**config.mk**
```make
export PLATFORM = sky130hd
export DESIGN_NAME = lru_set_way_select_core
export DESIGN_NICKNAME = d
export VERILOG_FILES = /design/src/rtl/lsws_pkg.sv /design/src/rtl/lru_set_way_select_core.sv /design/src/rtl/lsws_lookup.sv /design/src/rtl/lsws_recency.sv
export SDC_FILE = /design/constraint.sdc
export NUM_CORES = 1
export LEC_CHECK = 0
export ABC_AREA = 1
export BUFFER_PORTS_ARGS = -buffer_cell sky130_fd_sc_hd__buf_4
export CORE_MARGIN = 8
export CORE_UTILIZATION = 44
export CTS_BUF_LIST = sky130_fd_sc_hd__clkbuf_2
export CTS_CLUSTER_SIZE = 12
export DETAILED_ROUTE_END_ITERATION = 16
export GPL_TIMING_DRIVEN = 1
export MAX_ROUTING_LAYER = met4
export SLEW_MARGIN = 20
export SYNTH_ARGS = -nofsm -noshare
export SYNTH_HDL_FRONTEND = slang
export SYNTH_SLANG_ARGS = --single-unit
```
**constraint.sdc**
```tcl
create_clock -name clk -period 6.75 [get_ports clk]
set_clock_uncertainty 0.05 [all_clocks]
set_input_delay 0 -clock clk [delete_from_list [all_inputs] [get_ports clk]]
set_output_delay 0 -clock clk [all_outputs]
set_load 0.01 [all_outputs]
```
**src/rtl/lsws_pkg.sv**
```systemverilog
`timescale 1ns / 1ps

package lsws_pkg;

    localparam int WAYS         = 4;
    localparam int TAG_BITS     = 20;
    localparam int WAY_IDX_BITS = (WAYS > 1) ? $clog2(WAYS) : 1;
    localparam int WAY_OUT_BITS = 2;

    typedef logic [TAG_BITS-1:0]     tag_t;
    typedef logic [WAY_IDX_BITS-1:0] way_idx_t;
    typedef logic [WAYS-1:0]         way_mask_t;

    // Outcome of one lookup in the set.
    typedef struct packed {
        logic     hit;
        logic     ev_valid;
        way_idx_t way;
    } decision_t;

endpackage

```
**src/rtl/lru_set_way_select_core.sv**
```systemverilog
`timescale 1ns / 1ps
// Channel | direction | handshake           | payload
// --------+-----------+---------------------+---------------------------------------------
// in      | input     | in_valid / in_ready | access_tag[19:0]
// out     | output    | out_valid/out_ready | hit, way_used[1:0], evicted_valid, evicted_tag
//
// One access beat per cycle sustained while the output is not stalled (out_ready high).
// The beat lands in an input register, the set lookup and LRU update run in one
// combinational pass, and the result register loads as the set state updates.
// Reset empties the set and restores LRU order 0..WAYS-1; tags are unreset.
// A stalled output holds its beat; one more beat waits in the input register.

module lru_set_way_select_core (
    input  logic                  clk,
    input  logic                  rst_n,
    input  logic                  in_valid,
    output logic                  in_ready,
    input  logic [19:0]           access_tag,
    output logic                  out_valid,
    input  logic                  out_ready,
    output logic                  hit,
    output logic [1:0]            way_used,
    output logic                  evicted_valid,
    output logic [19:0]           evicted_tag
);
    import lsws_pkg::*;

    // Input register
    logic      s1_valid_reg;
    tag_t      s1_tag_reg;

    // Set state
    tag_t      tags_reg [WAYS];
    way_mask_t valid_reg;

    // Result register
    logic      out_valid_reg;
    logic      hit_reg;
    logic [WAY_OUT_BITS-1:0] way_reg;
    logic      ev_valid_reg;
    tag_t      ev_tag_reg;

    logic      advance;
    way_idx_t  lru_way;
    decision_t decision;
    logic [WAY_IDX_BITS+WAY_OUT_BITS-1:0] way_wide;

    // Move the staged beat forward whenever the result register is free or draining.
    assign advance  = s1_valid_reg && (!out_valid_reg || out_ready);
    assign in_ready = !s1_valid_reg || advance;

    lsws_lookup u_lookup (
        .tag       (s1_tag_reg),
        .way_tags  (tags_reg),
        .way_valid (valid_reg),
        .lru_way   (lru_way),
        .decision  (decision)
    );

    // Promote the used way on every completed access, hit or fill.
    lsws_recency u_recency (
        .clk       (clk),
        .rst_n     (rst_n),
        .touch     (advance),
        .touch_way (decision.way),
        .lru_way   (lru_way)
    );

    assign way_wide = {{WAY_OUT_BITS{1'b0}}, decision.way};

    always_ff @(posedge clk or negedge rst_n)
    begin
        if (!rst_n)
        begin
            s1_valid_reg  <= 1'b0;
            out_valid_reg <= 1'b0;
            valid_reg     <= '0;
        end
        else
        begin
            if (in_ready)
                s1_valid_reg <= in_valid;
            if (advance)
            begin
                out_valid_reg <= 1'b1;
                if (!decision.hit)
                    valid_reg[decision.way] <= 1'b1;
            end
            else if (out_ready)
            begin
                out_valid_reg <= 1'b0;
            end
        end
    end

    // Payload registers: no reset.
    always_ff @(posedge clk)
    begin
        if (in_ready && in_valid)
            s1_tag_reg <= TAG_BITS'(access_tag);
        if (advance)
        begin
            // Fill the chosen way on a miss.
            if (!decision.hit)
                tags_reg[decision.way] <= s1_tag_reg;
            hit_reg      <= decision.hit;
            way_reg      <= way_wide[WAY_OUT_BITS-1:0];
            ev_valid_reg <= decision.ev_valid;
            ev_tag_reg   <= decision.ev_valid ? tags_reg[decision.way] : '0;
        end
    end

    assign out_valid     = out_valid_reg;
    assign hit           = hit_reg;
    assign way_used      = way_reg;
    assign evicted_valid = ev_valid_reg;
    assign evicted_tag   = 20'(ev_tag_reg);

`ifndef SYNTH
    // A hit never evicts.
    a_hit_no_evict: assert property (@(posedge clk) disable iff (!rst_n)
        out_valid && hit |-> !evicted_valid)
        else $error("hit result reports an eviction");

    // Ways only fill; nothing but reset empties them.
    a_valid_monotone: assert property (@(posedge clk) disable iff (!rst_n)
        ((valid_reg & $past(valid_reg)) == $past(valid_reg)))
        else $error("a way lost its valid bit");

    // An eviction happens only with a full set, and the set stays full.
    a_evict_full: assert property (@(posedge clk) disable iff (!rst_n)
        out_valid && evicted_valid |-> (&valid_reg))
        else $error("eviction reported while the set has an empty way");
`endif

endmodule

```
**src/rtl/lsws_lookup.sv**
```systemverilog
`timescale 1ns / 1ps

module lsws_lookup (
    input  lsws_pkg::tag_t      tag,
    input  lsws_pkg::tag_t      way_tags  [lsws_pkg::WAYS],
    input  lsws_pkg::way_mask_t way_valid,
    input  lsws_pkg::way_idx_t  lru_way,
    output lsws_pkg::decision_t decision
);
    import lsws_pkg::*;

    always_comb
    begin
        logic     hit_found;
        logic     empty_found;
        way_idx_t hit_way;
        way_idx_t empty_way;

        hit_found   = 1'b0;
        empty_found = 1'b0;
        hit_way     = '0;
        empty_way   = '0;
        // Scan from the top down so the lowest-numbered way wins.
        for (int i = WAYS - 1; i >= 0; i--)
        begin
            if (way_valid[i] && (way_tags[i] == tag))
            begin
                hit_found = 1'b1;
                hit_way   = WAY_IDX_BITS'(i);
            end
            if (!way_valid[i])
            begin
                empty_found = 1'b1;
                empty_way   = WAY_IDX_BITS'(i);
            end
        end

        decision.hit      = hit_found;
        decision.ev_valid = 1'b0;
        priority if (hit_found)
            decision.way = hit_way;
        else if (empty_found)
            decision.way = empty_way;
        else
        begin
            decision.way      = lru_way;
            decision.ev_valid = 1'b1;
        end
    end

endmodule

```
**src/rtl/lsws_recency.sv**
```systemverilog
`timescale 1ns / 1ps

module lsws_recency (
    input  logic               clk,
    input  logic               rst_n,
    input  logic               touch,
    input  lsws_pkg::way_idx_t touch_way,
    output lsws_pkg::way_idx_t lru_way
);
    import lsws_pkg::*;

    // Position 0 is most recently used, position WAYS-1 least.
    way_idx_t order_reg  [WAYS];
    way_idx_t order_next [WAYS];

    always_comb
    begin
        way_idx_t pos;

        pos = WAY_IDX_BITS'(WAYS - 1);
        for (int i = WAYS - 1; i >= 0; i--)
        begin
            if (order_reg[i] == touch_way)
                pos = WAY_IDX_BITS'(i);
        end
        // Shift everything above the touched position down by one.
        order_next[0] = touch_way;
        for (int i = 1; i < WAYS; i++)
        begin
            if (WAY_IDX_BITS'(i) <= pos)
                order_next[i] = order_reg[i-1];
            else
                order_next[i] = order_reg[i];
        end
    end

    always_ff @(posedge clk or negedge rst_n)
    begin
        if (!rst_n)
        begin
            for (int i = 0; i < WAYS; i++)
                order_reg[i] <= WAY_IDX_BITS'(i);
        end
        else if (touch)
        begin
            order_reg <= order_next;
        end
    end

    assign lru_way = order_reg[WAYS-1];

endmodule
```
==> results.yml, run 1 <==
synthesis:
  synth_warnings: 0
  syn_inst: 798
  async_flop_share: 0.101
  ys_ff_latch: 138
  yosys.cell_types.count: 36
  synth_edf_count: 124
  synth_nets: 822
  synth-seq-area-share: 0.575
  avgSynthCellArea_um2: 8.89
  ys.flop_type: "edfxtp_1"
  syn_area_um2: 7100
sta:
  drv_slew: 0
  setup_tns_ps: 0
  finalHoldViolCount: 0
  finalCritPeriodShare: 0.599
  min_period_ps: 4040
  maxSlewHeadroom: 0.378
  setup_viol: 0
  worst_pin_slew_ps: 930
  fmax_mhz: 248
  rsz0062_at_grt: "no"
  setup_ws_ps: 2710
route:
  vias: 5857
  wirelength_um: 23000
  antenna_left: 0
  via_per_inst: 5.14
  first_iter_violations: 603
  dr.pass1.iters: 8
  avgRoutedWirePerCell_um: 20.2
  remaining_drc_errors: 0
layout:
  area_growth_pct: 19.5
  largest_register_ffs: 80
  layout_commonest_cell: "nand2_1"
  final_cell_mix: "nand2_1, edfxtp_1, nor2_1"
  finish.instance_area_um2: 8480
  final_layout_size_suffix_gt1_frac: 0.161
  instances_no_fill: 1140
  num-nets-final: 935
die:
  coreArea_um2: 15800
  start_util: 0.448
  die_h_um: 143
  io_pins: 50
  num_rows: 46
  dieArea_um2: 20400
  chipWidth_um: 143
setup_path:
  critPathCaptureType: "flip-flop"
  cp_data_arrival_time_ps: 4430
  slowest_delay_ps: 710
  startpoint_type: "flip-flop"
  crit_chain: "inv_2, nand2_1, o21ai_1, nor2_1, nand2_1, nor2_1, nand3_1, a21oi_4, nand2_4, inv_4, nand2_2, nor2_2, buf_4"
  worstPathMaxFanout: 22
  required_ps: 7140
  criticalPathCategory: "flip-flop to flip-flop"
  cp_slowest_cell: "nor2_2"
place:
  dpl.hpwl_um: 16800
  globalplace.congestion: 0.930
  placed_area_um2: 7710
  port-buffer-count: 49
  dp.cells: 1060
  dp_slack_ps: 2810
grt:
  grt_max_degree: 28
  grt_usage: 0.239
  grt_pass1_vias: 5749
  use_met2: 0.377
  grt_use_met1: 0.309
  gr-total-overflow: 0
  grt_antenna_before_repair: 1
  grt_pass1_wl_um: 34200
  met3_usage: 0.0467
  busiest_layer: "met2"
clock_tree:
  ctsResizeCount: 0
  cts-htree-levels: 4
  clkSinkCount: 138
  cts-root-buf: "clkbuf_2"
  cts_tree: "built"
  cts.path.max_buffers: 2
  numCtsBuffers: 17
  clk_pin_slew_ps: 200
  clk_latency_ps: 740
power:
  p_per_area_nw_per_um2: 352
  ir_drop_v: 0.000209
  finalPower_mw: 2.98
  leakage_nw: 3.84
status:
  outcome: "finished clean"
run:
  cap_violations: 0
hold_path:
  worst_hold_path_type: "input pin to async pin"
## layer usage
layer | part of all wire | up-vias
met3 | 0.069 | 26
met2 | 0.47 | 241
met4 | 0.016 | 0
li1 | - | 2801
met1 | 0.44 | 2789
met5 | 0 | -
## cells by family after synthesis
logic type      share of synthesized area
simple gates                        0.272
compound gates                     0.0686
buf+inv                            0.0728
flops                               0.575
xor+xnor                           0.0123
## worst max-delay path: cells and delay by family (launching register included)
family,cells,cell delay [ps]
AO/OA/AOI/OAI,2,340
buffers and inverters,3,610
flip-flops,1,670
AND/OR/NAND/NOR,8,2060
## report_power, final
part           switching (mW)  leakage, nW  internal, mW
combinational           0.762         2.37         0.370
sequential             0.0997         1.31          1.17
clock                   0.310        0.167         0.278
total                    1.17         3.84          1.81
## area by class of cell
cell class / instances / area, µm²
diodes: 1 / 2.50
clock buffers: 18 / 90.1
clock inverters: 13 / 201
fillers: 1464 / 7350
inverters: 113 / 432
multi-input cells: 538 / 2510
flip-flops and latches: 138 / 4080
well taps: 216 / 270
repair buffers: 103 / 893
## path summary, 6_finish.rpt
path                                                       to                        startpoint  slack [ps]  depth (start not counted)
max                                    tags_reg[51]$_DFFE_PP_          s1_tag_reg[13]$_DFFE_PP_        2710                         13
min                        u_recency.order_reg[2]$_DFFE_PN0P_                             rst_n         280                          3
max reg2reg                            tags_reg[51]$_DFFE_PP_          s1_tag_reg[13]$_DFFE_PP_        2710                         13
min reg2reg                  u_recency.lru_way[0]$_DFFE_PN1P_  u_recency.lru_way[0]$_DFFE_PN1P_         450                          2
max in group asynchronous            valid_reg[3]$_DFFE_PN0P_                             rst_n        5940                          3
min in group clk                      s1_tag_reg[5]$_DFFE_PP_                     access_tag[5]         440                          3
## per-stage QoR
stage / hold WS (ps) / util
2_1_floorplan: -346 / -
3_3_place_gp: -192 / 0.487
3_5_place_dp: -191 / 0.487
4_1_cts: 277 / 0.536
5_1_grt: 276 / 0.536
6_report: 283 / 0.536
## timing repair
action                                 in CTS  in global routing
setup buffers                               0                  0
endpoints found under the hold margin      45                  0
hold buffers                               48                  0
## synth_stat cells (3+ instances only)
cell,number,area share
xnor2_1,8,0.0099
nand4_1,7,0.0062
dfrtp_1,10,0.035
o22ai_2,17,0.030
nor2_1,121,0.064
inv_1,91,0.048
o21ai_1,8,0.0056
dfstp_2,4,0.015
nand2_2,4,0.0035
o21ai_0,20,0.014
nand3_2,3,0.0042
nand2_4,4,0.0063
nand2_1,280,0.15
inv_2,20,0.011
a21oi_1,3,0.0021
edfxtp_1,124,0.52
nand3b_1,4,0.0042
nand3_1,31,0.022
o22ai_1,14,0.012
buf_6,4,0.0063
Note: power is estimated with default switching activity, not from simulation.
==> run 2, diff against run 1 <==
--- a/config.mk
+++ b/config.mk
@@ -5,7 +5,7 @@
 export SDC_FILE = /design/constraint.sdc
 export NUM_CORES = 1
 export LEC_CHECK = 0
-export ABC_AREA = 1
+export ABC_AREA = 0
 export BUFFER_PORTS_ARGS = -buffer_cell sky130_fd_sc_hd__buf_4
 export CORE_MARGIN = 8
 export CORE_UTILIZATION = 44
==> constraint.sdc (replaced) <==
create_clock -name clk -period 3.86 [get_ports clk]
set_clock_uncertainty 0.05 [all_clocks]
set_input_delay 0 -clock clk [delete_from_list [all_inputs] [get_ports clk]]
set_output_delay 0 -clock clk [all_outputs]
set_load 0.01 [all_outputs]
==> run 2 against run 1 <==
  * Clock-buffer cell count is the same
  * Clock power is 56% higher
  * Via count shrank 29%
  * Setup slack worse by 2500 ps
  * Non-clock buffer count rose by 9
  * Sequential share of layout area grew 3.9 points
  * Largest power group unchanged
==> results.yml, run 2 <==
status:
  outcome: "finished clean"
sta:
  setup_tns_ps: 0
  setup_viol: 0
  finalHoldViolCount: 0
  min_period_ps: 3660
  maxSlewHeadroom: 0.357
  worst_pin_slew_ps: 961
  setup_ws_ps: 197
  rsz0062_at_grt: "no"
  holdWs_ps: 318
  fmax_mhz: 273
  drv_slew: 0
  finalCritPeriodShare: 0.949
route:
  dr.pass1.iters: 5
  via_per_inst: 5.35
  vias: 4160
  first_iter_violations: 283
  wirelength_um: 16400
  avgRoutedWirePerCell_um: 21.1
  remaining_drc_errors: 0
  antenna_left: 0
clock_tree:
  cts_tree: "built"
  numCtsBuffers: 17
  clk_latency_ps: 700
  cts.path.max_buffers: 2
  cts-root-buf: "clkbuf_2"
  clk_pin_slew_ps: 230
  clkSinkCount: 138
  postCtsSetupBuffers: 0
  cts-htree-levels: 4
setup_path:
  critPathCaptureType: "flip-flop"
  criticalPathCategory: "flip-flop to flip-flop"
  worstPathMaxFanout: 48
  startpoint_type: "flip-flop"
  crit_chain: "xnor2_1, nand4_1, nor4_1, buf_4, nand3_1, a311oi_4, buf_12, xor2_1, o21ai_2, mux2i_1, or3b_1"
  required_ps: 4450
  cp_data_arrival_time_ps: 4260
  cp_slowest_cell: "edfxtp_1"
  slowest_delay_ps: 580
run:
  cap_violations: 0
power:
  p_per_area_nw_per_um2: 673
  ir_drop_v: 0.000318
  leakage_nw: 2.99
synthesis:
  yosys.cell_types.count: 51
  synth-seq-area-share: 0.632
  syn_inst: 471
  synth_top_area_cell: "edfxtp_1"
  synth_edf_count: 124
  async_flop_share: 0.101
  synth_area_leaders: "edfxtp_1, xnor2_1, mux2i_1"
  synth_top_area_share: 0.577
  synth_warnings: 0
  ys.flop_type: "edfxtp_1"
  synth_commonest_cells: "edfxtp_1, xnor2_1, nand2_1"
  avgSynthCellArea_um2: 13.7
  ys_ff_latch: 138
  synth_nets: 495
  synth_most_common_cell: "edfxtp_1"
  syn_area_um2: 6450
grt:
  grt_antenna_before_repair: 0
  grt_pass1_vias: 4305
  gr-total-overflow: 0
  grt_usage: 0.189
  grt_pass1_wl_um: 25100
  grt_max_degree: 49
layout:
  num-nets-final: 605
  area_growth_pct: 21.6
  final_cell_mix: "edfxtp_1, xnor2_1, buf_4"
  largest_register_ffs: 80
  layout_commonest_cell: "edfxtp_1"
  antenna_cells: 0
  final_layout_size_suffix_gt1_frac: 0.205
place:
  dp_slack_ps: 187
  globalplace.congestion: 0.917
  port-buffer-count: 49
  dpl.hpwl_um: 11400
die:
  coreArea_um2: 14400
  io_pins: 50
  dieArea_um2: 18800
  start_util: 0.448
  chipWidth_um: 137
  die_h_um: 137
  num_rows: 44
hold_path:
  worst_hold_path_type: "input pin to async pin"
==> run 2: path summary, 6_finish.rpt <==
path	slack, ps	end	cells after the start	start
min in group clk	450	u_recency.order_reg[6]$_DFFE_PN0P_	2	u_recency.order_reg[6]$_DFFE_PN0P_
max reg2reg	200	u_recency.order_reg[3]$_DFFE_PN1P_	11	s1_tag_reg[16]$_DFFE_PP_
max in group asynchronous	2990	s1_valid_reg$_DFFE_PN0N_	3	rst_n
min	320	valid_reg[1]$_DFFE_PN0P_	3	rst_n
max	200	u_recency.order_reg[3]$_DFFE_PN1P_	11	s1_tag_reg[16]$_DFFE_PP_
min reg2reg	450	u_recency.order_reg[6]$_DFFE_PN0P_	2	u_recency.order_reg[6]$_DFFE_PN0P_
==> run 2: critical path, delay by kind of cell, from the launching register on <==
kind	cells	cell delay, ps
simple gates	4	990
compound gates	2	660
flops	1	580
buf+inv	2	550
xor+xnor	2	530
mux	1	210
==> run 2: routing by layer <==
metal	global-route usage	wire length, µm
met5	-	0
met3	0.0448	568
met2	0.301	8200
met1	0.237	7450
met4	0.0513	191
==> run 2: power breakdown <==
group	internal [mW]	switching (mW)	total, mW
registers	2.09	0.201	2.29
clock network	0.367	0.548	0.915
logic	0.908	1.16	2.07
==> run 2: stage by stage <==
stage / std cells / total power [mW] / util / area [µm²]
2_1_floorplan: 471 / 3.64 / - / 6450
3_3_place_gp: 699 / 4.36 / 0.492 / 7090
3_5_place_dp: 699 / 4.37 / 0.492 / 7090
4_1_cts: 778 / 5.33 / 0.542 / 7820
5_1_grt: 778 / 5.58 / 0.544 / 7850
6_report: 778 / 5.28 / 0.544 / 7850
==> run 2: final cells by class <==
cell class / instances / area, µm²
timing repair buffer: 112 / 983
sequential: 138 / 4080
tap: 184 / 230
clock inverter: 14 / 170
fill: 1246 / 6580
inverter: 8 / 30.0
clock buffer: 18 / 90.1
multi-input combinational: 304 / 2260
==> run 2: repair_timing <==
item,in CTS,in global routing
hold endpoints to repair,47,0
gates resized for setup,0,4
setup endpoints to repair,0,2
hold buffers,47,0
==> run 2: cells by family after synthesis <==
logic type | synth area share
multiplexers | 0.0721
AND/OR/NAND/NOR | 0.131
AO/OA/AOI/OAI | 0.0252
buffers and inverters | 0.0231
XOR/XNOR | 0.116
flip-flops | 0.632
